--- config.mk ---
export PLATFORM = sky130hd
export DESIGN_NAME = framed_payload_receiver
export DESIGN_NICKNAME = d
export VERILOG_FILES = /design/src/sv/fpr_pkg.sv /design/src/sv/fpr_parser.sv /design/src/sv/framed_payload_receiver.sv
export SDC_FILE = /design/constraint.sdc
export NUM_CORES = 1
export LEC_CHECK = 0
export BUFFER_PORTS_ARGS = -buffer_cell sky130_fd_sc_hd__buf_2
export CORE_ASPECT_RATIO = 1.4
export CORE_MARGIN = 10
export CORE_UTILIZATION = 55
export CTS_CLUSTER_SIZE = 16
export DETAILED_ROUTE_END_ITERATION = 8
export PLACE_DENSITY = 0.84
export SYNTH_ARGS = -nofsm -noshare
export SYNTH_HDL_FRONTEND = slang
export SYNTH_SLANG_ARGS = --single-unit
--- constraint.sdc ---
create_clock -name i_clk -period 6.74 [get_ports i_clk]
set_clock_uncertainty 0.05 [all_clocks]
set_input_delay 1.685 -clock i_clk [delete_from_list [all_inputs] [get_ports i_clk]]
set_output_delay 1.685 -clock i_clk [all_outputs]
set_load 0.01 [all_outputs]
--- src/sv/fpr_pkg.sv ---
// Package for the framed payload receiver: sizes, phase and status codes,
// and the result bundle shared by the parser and the top level. No dependencies.
package fpr_pkg;

    localparam int PAYLOAD_BYTES = 8;
    localparam int BYTE_W        = 8;
    localparam int PAYLOAD_W     = 64;
    localparam int CNT_W         = 4;
    localparam int IDX_W         = (PAYLOAD_BYTES > 1) ? $clog2(PAYLOAD_BYTES) : 1;
    localparam int CFG_IDX_W     = 2;

    localparam logic [BYTE_W-1:0] START_RESET = 8'hAA;
    localparam logic [BYTE_W-1:0] END_RESET   = 8'hBB;

    localparam logic [CFG_IDX_W-1:0] CFG_START_MARKER = 2'd0;
    localparam logic [CFG_IDX_W-1:0] CFG_END_MARKER   = 2'd1;

    typedef enum logic [3:0] {
        PH_HUNT = 4'b0001,
        PH_DATA = 4'b0010,
        PH_CHK  = 4'b0100,
        PH_END  = 4'b1000
    } t_phase;

    typedef enum logic [1:0] {
        ST_OK     = 2'd0,
        ST_BADSUM = 2'd1,
        ST_BADEND = 2'd2
    } t_status;

    typedef struct packed {
        logic                 valid;
        t_status              status;
        logic [PAYLOAD_W-1:0] payload;
    } t_result;

endpackage

--- src/sv/fpr_parser.sv ---
// Frame parser: phase sequencer, payload byte store and running checksum.
// Depends on fpr_pkg; produces at most one result for each accepted beat.
module fpr_parser (
    input  logic                   i_clk,
    input  logic                   i_rst_n,
    input  logic                   i_accept,
    input  logic [7:0]             i_rx_byte,
    input  logic [7:0]             i_start_marker,
    input  logic [7:0]             i_end_marker,
    output fpr_pkg::t_result       o_result
);
    import fpr_pkg::*;

    t_phase              r_phase, n_phase;
    logic [CNT_W-1:0]    r_count, n_count;
    logic [BYTE_W-1:0]   r_sum, n_sum;
    logic [BYTE_W-1:0]   r_store [0:PAYLOAD_BYTES-1];
    logic [PAYLOAD_W-1:0] w_pack;
    logic                w_store_we;

    always_comb begin
        w_pack = '0;
        for (int i = 0; i < PAYLOAD_BYTES; i++) begin
            w_pack[BYTE_W*i +: BYTE_W] = r_store[i];
        end
    end

    always_comb begin
        n_phase    = r_phase;
        n_count    = r_count;
        n_sum      = r_sum;
        w_store_we = 1'b0;
        o_result   = '{valid: 1'b0, status: ST_OK, payload: '0};
        if (i_accept) begin
            case (r_phase)
                PH_HUNT: begin
                    if (i_rx_byte == i_start_marker) begin
                        n_phase = PH_DATA;
                        n_count = '0;
                        n_sum   = '0;
                    end
                end
                PH_DATA: begin
                    w_store_we = 1'b1;
                    n_sum      = r_sum + i_rx_byte;
                    n_count    = r_count + 1'b1;
                    if (n_count == CNT_W'(PAYLOAD_BYTES)) begin
                        n_phase = PH_CHK;
                    end
                end
                PH_CHK: begin
                    if (i_rx_byte == r_sum) begin
                        n_phase = PH_END;
                    end else begin
                        n_phase         = PH_HUNT;
                        o_result.valid  = 1'b1;
                        o_result.status = ST_BADSUM;
                    end
                end
                PH_END: begin
                    n_phase        = PH_HUNT;
                    o_result.valid = 1'b1;
                    if (i_rx_byte == i_end_marker) begin
                        o_result.status  = ST_OK;
                        o_result.payload = w_pack;
                    end else begin
                        o_result.status = ST_BADEND;
                    end
                end
                default: begin
                    n_phase = PH_HUNT;
                end
            endcase
        end
    end

    always_ff @(posedge i_clk) begin
        if (!i_rst_n) begin
            r_phase <= PH_HUNT;
            r_count <= '0;
            r_sum   <= '0;
        end else begin
            r_phase <= n_phase;
            r_count <= n_count;
            r_sum   <= n_sum;
        end
    end

    // The store holds only bytes of the current frame, so it needs no reset.
    always_ff @(posedge i_clk) begin
        if (w_store_we) begin
            r_store[r_count[IDX_W-1:0]] <= i_rx_byte;
        end
    end

endmodule

--- src/sv/framed_payload_receiver.sv ---
// Framed payload receiver: one byte per beat in, one status/payload beat per frame out.
// The result of a frame is registered in the output register, or in the skid entry while the output is stalled.
// Throughput: one byte per cycle; a two-entry output buffer lets input continue while
// a result waits, and input stalls only when both entries are full.
// Reset (synchronous, active low): parser hunts for the start marker, markers return to
// 0xAA and 0xBB, output buffer empties. Depends on fpr_pkg and fpr_parser.
module framed_payload_receiver (
    input  logic                            i_clk,
    input  logic                            i_rst_n,
    input  logic                            i_cfg_we,
    input  logic [fpr_pkg::CFG_IDX_W-1:0]   i_cfg_index,
    input  logic [7:0]                      i_cfg_data,
    input  logic                            i_in_valid,
    output logic                            o_in_stall,
    input  logic [7:0]                      i_rx_byte,
    output logic                            o_out_valid,
    input  logic                            i_out_stall,
    output logic [1:0]                      o_status,
    output logic [63:0]                     o_payload
);
    import fpr_pkg::*;

    logic [BYTE_W-1:0]    r_start_marker;
    logic [BYTE_W-1:0]    r_end_marker;
    logic                 w_accept;
    t_result              w_result;

    logic                 r_out_valid;
    t_status              r_out_status;
    logic [PAYLOAD_W-1:0] r_out_payload;
    logic                 r_skid_valid;
    t_status              r_skid_status;
    logic [PAYLOAD_W-1:0] r_skid_payload;

    assign o_in_stall  = r_skid_valid;
    assign w_accept    = i_in_valid && !r_skid_valid;
    assign o_out_valid = r_out_valid;
    assign o_status    = r_out_status;
    assign o_payload   = r_out_payload;

    always_ff @(posedge i_clk) begin
        if (!i_rst_n) begin
            r_start_marker <= START_RESET;
            r_end_marker   <= END_RESET;
        end else if (i_cfg_we) begin
            case (i_cfg_index)
                CFG_START_MARKER: r_start_marker <= i_cfg_data;
                CFG_END_MARKER:   r_end_marker   <= i_cfg_data;
                default: ;
            endcase
        end
    end

    fpr_parser u_parser (
        .i_clk          (i_clk),
        .i_rst_n        (i_rst_n),
        .i_accept       (w_accept),
        .i_rx_byte      (i_rx_byte),
        .i_start_marker (r_start_marker),
        .i_end_marker   (r_end_marker),
        .o_result       (w_result)
    );

    // The skid entry only fills while the output beat is held, and drains first.
    always_ff @(posedge i_clk) begin
        if (!i_rst_n) begin
            r_out_valid  <= 1'b0;
            r_skid_valid <= 1'b0;
        end else if (!r_out_valid || !i_out_stall) begin
            if (r_skid_valid) begin
                r_out_valid  <= 1'b1;
                r_skid_valid <= 1'b0;
            end else begin
                r_out_valid <= w_result.valid;
            end
        end else if (w_result.valid) begin
            r_skid_valid <= 1'b1;
        end
    end

    always_ff @(posedge i_clk) begin
        if (!r_out_valid || !i_out_stall) begin
            if (r_skid_valid) begin
                r_out_status  <= r_skid_status;
                r_out_payload <= r_skid_payload;
            end else begin
                r_out_status  <= w_result.status;
                r_out_payload <= w_result.payload;
            end
        end else if (w_result.valid) begin
            r_skid_status  <= w_result.status;
            r_skid_payload <= w_result.payload;
        end
    end

    a_skid_needs_out: assert property (@(posedge i_clk) disable iff (!i_rst_n)
        r_skid_valid |-> r_out_valid)
        else $error("skid entry holds a beat while the output register is empty");

    a_payload_zero: assert property (@(posedge i_clk) disable iff (!i_rst_n)
        (r_out_valid && r_out_status != ST_OK) |-> (r_out_payload == '0))
        else $error("error status carries a nonzero payload");

    a_result_on_accept: assert property (@(posedge i_clk) disable iff (!i_rst_n)
        w_result.valid |-> w_accept)
        else $error("parser produced a result without an accepted beat");

    a_no_overflow: assert property (@(posedge i_clk) disable iff (!i_rst_n)
        (r_skid_valid && i_out_stall) |=> r_skid_valid && r_out_valid)
        else $error("buffered result lost while output is stalled");

endmodule

==> results.txt, run 1 <==
* Class of the tightest hold or removal check: flip-flop to flip-flop
- Synthesis produced a netlist whose cell count is 578.
* Number of pins exceeding their max-slew limit in the final report: 0
- Clock tree synthesis inserted a total of 21 buffers.
- Average routed wire per standard cell: 18.94 µm
- Total wire length: 16680 µm
- In this run the power spent charging and discharging nets is 513.6 µW.
- Area enclosed by the die boundary: 21680 µm²
- Number of hold-slack violations in the final timing report: 0
- In this run switching power makes up 19.11% of total power.
- Of all flip-flops after synthesis, the portion carrying an async set or reset was 0%.
- Clock tree synthesis selected as its root buffer the cell sky130_fd_sc_hd__clkbuf_16.
- Category of the worst setup path capture point: flip-flop
- GRT overflow: 0
- Worst-skew pair later-pin latency: 0.49 ns
- Max-cap violations: 0
* Most used cells in the layout excluding fill and tap cells: 196 x sky130_fd_sc_hd__edfxtp_1, 90 x sky130_fd_sc_hd__buf_2, 73 x sky130_fd_sc_hd__and2_1, 69 x sky130_fd_sc_hd__a21o_1, 35 x sky130_fd_sc_hd__nand2_1
- The first TritonRoute pass finished after 5 iterations.
- Maximum number of pins on one net before global-route repair: 72
- At the worst endpoint, the arrival time is 3.91 ns.
- For the worst setup path, the data required time is 6.80 ns.
* Final-layout fill cell count: 1084
- Upper clock frequency limit: 260.4 MHz
- For the pin with the worst max-slew slack, the measured transition is 1.144 ns.
- Main synth FF type: sky130_fd_sc_hd__edfxtp_1
* Run status: finished clean
- Leaving out fill and tap cells, the most frequent cell in the layout is sky130_fd_sc_hd__edfxtp_1.
* Num ports: 91
* EDFF count, synth: 196
- TritonCTS built the clock tree.
- The number of global-route vias before repair came to 5037.
* Number of distinct standard cells referenced by the synthesized netlist: 52
- Post-layout util: 64.57%
- Per-instance average area after synthesis: 15.35 µm²
- IR analysis of the VDD net gives a maximum drop of 0.0002384 V.
- In this run the vertical extent of the chip is 170.3 µm.
* Type of element launching the critical path: input pin
- In this run the core area contains 54 standard-cell rows.
- The mapped netlist covers 8871 µm².
- The congestion estimate from routability-driven global placement came to 0.8795.
- Clock input transition at the sequential cells of the worst setup and hold paths: 0.06 ns
- Flops & latches, synth: 230
- Fraction of power consumed by sequential logic: 57.1%
- The number of antenna violations at the first check in global routing is 0.
* Count of instances resized after the clock tree is built: 0
- Post-synth net total: 610
- Chip width: 127.3 µm
* Type of the worst setup path: input pin to flip-flop
* Global-route total usage across every layer: 15.12%
- For this design, the sink count on the clock tree is 230.
- For this run, design rule violations remaining after detail routing come to 0.
* Final antenna diode count: 0
* Detail-routed via count per cell: 5.578
* H-tree Lvls: 1
- After floorplanning, the core was sized to cover 15740 µm².
- The clock passes through at most 3 buffers.
- The first global-routing pass estimated 26630 µm of wire.
- The initial utilization of the core area, before any placement, comes to 56.35%.
- Once the clock tree was built, the setup fixing pass inserted 0 buffers.
* Share of the yosys chip area belonging to registers: 74.02%
- Number of nets with antenna violations after routing: 0
- Power density of the placed cells: 264.4 nW/µm²
* Fraction of final layout cells with drive strength greater than 1: 20.44%
* Relative contribution of combinational cells to total power: 1.8%
- In this run, the number of DRC markers left after iteration 0 of detailed routing was 408.
- Leakage component of the power: 4.351 nW
- Setup TNS: 0 ns
* Shortest clock period the worst path allows after layout: 3.841 ns
- Clock Power Share: 41.1%
* Largest fanout of any net on the critical path: 53
- Final number of setup-violating endpoints: 0
* Half-perimeter wire length after placement: 11260 µm
- Final worst-path cycle share: 56.99%
- Slew headroom: 23.12%
- Number of warnings issued by yosys: 0
- Area growth, synth to finish: 14.58%
* Hold Buf Count CTS: 0
- The net count of the finished layout is 702.
* Internal power component: 2.174 mW
- Setup repair after global routing left no endpoint under its margin.
- For this block, the via count after detailed routing is 4914.
- Quantity of I/O buffers inserted on ports: 90
-- critical path: stages --
cell and delay (ns):
sky130_fd_sc_hd__buf_2 0.19, sky130_fd_sc_hd__ha_1 0.42, sky130_fd_sc_hd__nor3_1 0.08, sky130_fd_sc_hd__nand3_1 0.10, sky130_fd_sc_hd__nor2b_1 0.32, sky130_fd_sc_hd__nor2_1 0.12, sky130_fd_sc_hd__nor2_4 0.35, sky130_fd_sc_hd__buf_4 0.62
-- Yosys cell counts (all sizes together), types with 2 or more instances --
| library cell | instances | area share [%] |
|---|---|---|
| a21oi | 3 | 0.17 |
| nand3b | 2 | 0.17 |
| o21a | 2 | 0.17 |
| ha | 8 | 1.1 |
| o21ai | 8 | 0.45 |
| edfxtp | 196 | 66 |
| xnor2 | 13 | 1.3 |
| o211ai | 2 | 0.17 |
| a211oi | 3 | 0.25 |
| a21boi | 4 | 0.34 |
| nor3 | 4 | 0.23 |
| dfxtp | 34 | 7.7 |
| o22ai | 4 | 0.28 |
| nor4b | 3 | 0.30 |
| nand2b | 3 | 0.21 |
| and3 | 4 | 0.35 |
| and2 | 73 | 5.1 |
| nand3 | 13 | 0.73 |
| or3 | 3 | 0.21 |
| nor3b | 3 | 0.25 |
| a21o | 69 | 5.8 |
| nand4 | 3 | 0.21 |
| clkbuf | 19 | 0.82 |
| o211a | 2 | 0.23 |
| nor2 | 7 | 0.30 |
| nand2 | 35 | 1.5 |
| xor2 | 9 | 0.89 |
| nor2b | 7 | 0.49 |
| mux2i | 8 | 0.90 |
| nor4 | 8 | 0.80 |
| buf | 10 | 0.55 |
| o31ai | 2 | 0.17 |
-- per-layer routing --
layer	track usage (%)	vias to the layer above	routed length (µm)
li1	-	2323	-
met1	17.18	2414	6402
met2	27.31	137	8893
met3	2.363	40	805
met4	6.600	0	581
met5	0	-	0
-- registers in the layout, summed over array words and instances (netlist names), 4 cells and up --
signal	cells
o_payload	64
r_end_marker	8
r_skid_payload	64
r_start_marker	8
u_parser.r_count	4
u_parser.r_phase	4
u_parser.r_store	64
u_parser.r_sum	8
-- power groups by stage --
stage,logic [mW],registers [mW],clock network [mW]
final,0.0492,1.53,1.10
after global routing,0.0543,1.53,1.18
after CTS,0.0493,1.53,1.12
after detailed placement,0.0487,1.56,0
after global placement,0.0468,1.56,0
after floorplan,0.0266,1.56,0
-- kinds of logic after synthesis --
logic type | count (synthesis) | share of synthesized area (%)
flip-flops | 230 | 74.02
AND/OR/NAND/NOR | 172 | 11.28
AO/OA/AOI/OAI | 107 | 8.858
buffers and inverters | 30 | 1.410
XOR/XNOR | 22 | 2.172
adder cells (fa/ha/maj) | 9 | 1.354
multiplexers | 8 | 0.9027
-- stage by stage --
| step | setup WS (ns) | std cells | hold slack, ns | area, µm² | total power [mW] |
|---|---|---|---|---|---|
| after floorplan | 0.5028 | 578 | 0.4053 | 8871 | 1.591 |
| after detailed placement | 2.384 | 843 | 0.4342 | 9520 | 1.614 |
| after global routing | 2.667 | 881 | 0.4617 | 10160 | 2.772 |
| after global placement | 2.481 | 843 | 0.4216 | 9520 | 1.611 |
| after CTS | 2.901 | 881 | 0.4431 | 10160 | 2.708 |
| final | 2.899 | 881 | 0.4360 | 10160 | 2.688 |
-- cell type report --
cell class / count / area [µm²] / area share, %
multi-input cells: 318 / 2193 / 21.58
well taps: 196 / 245.2 / 2.413
clock buffers: 26 / 554.3 / 5.453
repair buffers: 98 / 510.5 / 5.022
inverters: 1 / 3.754 / 0.03693
flip-flops and latches: 230 / 6568 / 64.61
clock inverters: 12 / 90.09 / 0.8863
-- final timing paths --
check                           slack (ns)                endpoint  depth (start not counted)           startpoint
worst min-delay path                  0.44         r_end_marker[7]                          2      r_end_marker[7]
worst min register to register        0.44         r_end_marker[7]                          2      r_end_marker[7]
worst max register to register        3.65  u_parser.r_store[5][1]                          3  u_parser.r_phase[0]
worst max-delay path                  2.90       r_skid_payload[8]                          8         i_rx_byte[2]
No activity file was read; power rests on OpenSTA's default activity.
==> run 2, diff against run 1 <==
ABC_AREA = 1   (was unset)
clock period = 3.55 ns   (was 6.74 ns; I/O delays follow)
==> run 2 against run 1 <==
Via count is 21% higher. Final cell count is 25% higher. Largest power group unchanged. Cell area is 2.3% higher. Critical path depth is 6 lower. Non-clock buffer count is 7 higher. Count of clock-buffer cells in the layout is 2 higher. First-iteration DRC count is 53% higher. Register-to-register slack worse by 2.3 ns. Global-route usage is 1.9 points higher. Die area is 2.5% higher. Power is 96% higher. Combinational power grew to 5.9 times the previous value.
==> results.txt, run 2 <==
- Counting flops with a built-in enable in the synthesized netlist gives 196.
- First-pass GRT wire length: 29920 µm
- The tightest hold path in the finished design has a slack of 0.4248 ns.
- Sorting the synthesized cells by how often they occur yields 208 x sky130_fd_sc_hd__nand2_1, 196 x sky130_fd_sc_hd__edfxtp_1, 88 x sky130_fd_sc_hd__nor2_1.
- Post-synth net total: 824
- The cell count after synthesis came out at 792.
* Post-synthesis instance area: 9126 µm²
* Maximum number of pins on one net before global-route repair: 68
- Detailed Routing Iterations Pass 1: 5
- Setup violations remaining at the end of the flow were counted as 0.
- The library cell used most frequently in the layout, excluding fill and tap cells, is sky130_fd_sc_hd__nand2_1.
* Count of instances resized after the clock tree is built: 0
* Largest family of logic cells by synthesized area: simple AND/OR/NAND/NOR gates
- Worst-skew pair later-pin latency: 0.49 ns
* Final antenna diode count: 0
- Across the run, the number of max-cap violations was 0.
* Quantity of I/O buffers inserted on ports: 90
- The number of hold buffers added after CTS was 0.
* Area inside the core boundary: 16240 µm²
- Slack of the worst reg-to-reg path: 1.33 ns
- In this run, synthesis produced a sequential element count of 230.
- Among all cell types in the netlist, the one instantiated most often is sky130_fd_sc_hd__nand2_1.
- The die covers 22220 µm².
- The synthesized netlist devotes 5.758% of its cell area to compound gates.
* Total wire length: 18790 µm
- Most used cells in the layout excluding fill and tap cells: 206 x sky130_fd_sc_hd__nand2_1, 196 x sky130_fd_sc_hd__edfxtp_1, 90 x sky130_fd_sc_hd__buf_2, 88 x sky130_fd_sc_hd__nor2_1, 58 x sky130_fd_sc_hd__o21ai_1
- Final worst-path cycle share: 71.95%
- PnR worst setup slack: 0.9957 ns
- The total count of max-transition violations in the final report is 0.
- Clock tree synthesis found a total of 230 sinks.
* Arrival time of data at the critical path endpoint: 1.62 ns
- Of all cell types, the one taking the most synthesized area is sky130_fd_sc_hd__edfxtp_1.
- Detail-routed via count per cell: 5.407
- In the final timing run, aggregate negative setup slack is 0 ns.
- The share of synthesized area in the top cell type comes to 64.49%.
* H-tree Lvls: 1
- Vias after detailed routing: 5932
- Area post-placement: 9809 µm²
* Upper clock frequency limit: 391.5 MHz
- Starting density of the core: 56.19%
- Number of buffers inserted to repair setup after CTS: 0
* Leakage component of the power: 4.106 nW
* Number of design rule violations left after detail routing: 0
- TritonCTS built the clock tree.
- Fraction of final layout cells with drive strength greater than 1: 15.81%
- RSZ-0062 raised after global routing: false
- In this run the deepest clock path goes through 3 buffers.
* Cells taking the most area after synthesis: sky130_fd_sc_hd__edfxtp_1 64%, sky130_fd_sc_hd__nand2_1 8.6%, sky130_fd_sc_hd__dfxtp_1 7.5%, sky130_fd_sc_hd__nor2_1 3.6%, sky130_fd_sc_hd__o21ai_1 3.2%
- Dividing the synthesized area by the synthesized cell count gives 11.52 µm².
* Share of flip-flops with an asynchronous set or reset: 0%
* Number of buffers created by CTS: 21
- Antenna violations before repair: 0
- The area growth from synthesis to layout is 13.97%.
- Clock-pin slew was measured on the worst setup and hold paths at 0.06 ns.
* Type of element launching the critical path: flip-flop
* Worst VDD drop: 0.0003039 V
- Vias in the first global route: 5888
* Class of the tightest hold or removal check: flip-flop to flip-flop
- The congestion estimate from routability-driven global placement came to 0.8526.
- The synthesized netlist devotes 0.8637% of its cell area to XOR and XNOR gates.
* GRT overflow: 0
* Die boundary height: 172.4 µm
- Data on the critical path is required at its endpoint by 2.61 ns.
* Actual transition at the worst max-transition pin: 0.7095 ns
- Dividing total power by cell area gives a power density of 506.2 nW/µm².
* Half-perimeter wire length after placement: 11930 µm
- Summing the areas of all fa, ha and maj instances in the mapped netlist gives 1.316% of the synthesized area.
* Number of distinct standard cells referenced by the synthesized netlist: 29
* Share of synthesized area spent on multiplexers: 0%
- The count of nets left with antenna violations once routing finished came out at 0.
- Category of the worst setup path capture point: output port
- The die is 128.9 µm wide.
- Main synth FF type: sky130_fd_sc_hd__edfxtp_1
- Place WS: 0.5604 ns
* Final nets: 917
* Share of the yosys chip area belonging to registers: 71.95%
* Shortest clock period the worst path allows after layout: 2.554 ns
* Number of warnings issued by yosys: 0
- The worst pin sits at a relative slew slack of 52.53%.
- Global-route total usage across every layer: 17.03%
- Cell at the root of the clock tree: sky130_fd_sc_hd__clkbuf_16
- Average routed wire per standard cell: 17.13 µm
* Type of the worst setup path: flip-flop to output port
- Largest fanout of any net on the critical path: 67
- The number of hold violations in the final report came to 0.
- Num ports: 91
- Violation count after the first detailed-routing iteration: 625
- The flow ran to the end, and the final reports show no timing, DRC or antenna violations.
* Area of all placed cells without fillers: 10400 µm²
- Floorplan row count: 55
- Summing the areas of all and, or, nand and nor instances in the mapped netlist gives 16.01% of the synthesized area.
[run 2: changes by cell type in the layout (fill, tap and decap cells not counted), moves of 18 or more]
cell,before,now
sky130_fd_sc_hd__a21o_1,69,1
sky130_fd_sc_hd__a21oi_1,3,21
sky130_fd_sc_hd__and2_1,73,0
sky130_fd_sc_hd__inv_1,0,42
sky130_fd_sc_hd__nand2_1,35,206
sky130_fd_sc_hd__nand3_1,13,38
sky130_fd_sc_hd__nor2_1,6,88
sky130_fd_sc_hd__o21ai_1,0,58
[run 2: routing by layer]
layer	global-route usage, %	up-vias	part of all wire [%]
met3	3.002	39	6.3
met4	8.131	0	3.1
met1	18.68	2785	38
met2	31.09	211	53
met5	0	-	0
li1	-	2897	-
[run 2: per-stage QoR]
step	utilization [%]	std cells	power, mW
2_1_floorplan	-	792	3.215
3_3_place_gp	60.40	1061	3.307
3_5_place_dp	60.40	1061	3.316
4_1_cts	64.04	1097	5.296
5_1_grt	64.04	1097	5.437
6_report	64.04	1097	5.265
[run 2: worst paths after layout]
| path | endpoint | cells past startpoint | startpoint |
|---|---|---|---|
| setup / recovery | o_in_stall | 2 | o_in_stall |
| hold / removal | r_start_marker[4] | 2 | r_start_marker[4] |
| setup reg to reg | o_payload[15] | 5 | r_end_marker[4] |
| hold reg to reg | r_start_marker[4] | 2 | r_start_marker[4] |
[run 2: power by group]
group	internal, mW	total, mW	switching, mW	leakage [nW]
Sequential	2.95	2.98	0.0218	2.43
Clock	1.09	2.00	0.907	0.283
Combinational	0.0894	0.292	0.202	1.39
[run 2: critical path, stage by stage (launching register included)]
cell and delay [ns]:
sky130_fd_sc_hd__dfxtp_2 0.33, sky130_fd_sc_hd__buf_4 0.52, sky130_fd_sc_hd__buf_2 0.27
[run 2: cells by family after synthesis]
| logic type | after synthesis |
|---|---|
| AOI/OAI and AO/OA | 102 |
| xor gates and xnor gates | 9 |
| adders and majority gates | 9 |
| buffers and inverters | 81 |
| DFF | 230 |
| and+or+nand+nor | 361 |
[run 2: final cells by class]
class | count | area [µm²]
flip-flops and latches | 230 | 6568
fillers | 1220 | 5839
multi-input cells | 481 | 2207
repair buffers | 105 | 613.1
clock buffers | 28 | 551.8
well taps | 199 | 249.0
inverters | 46 | 172.7
clock inverters | 8 | 40.04
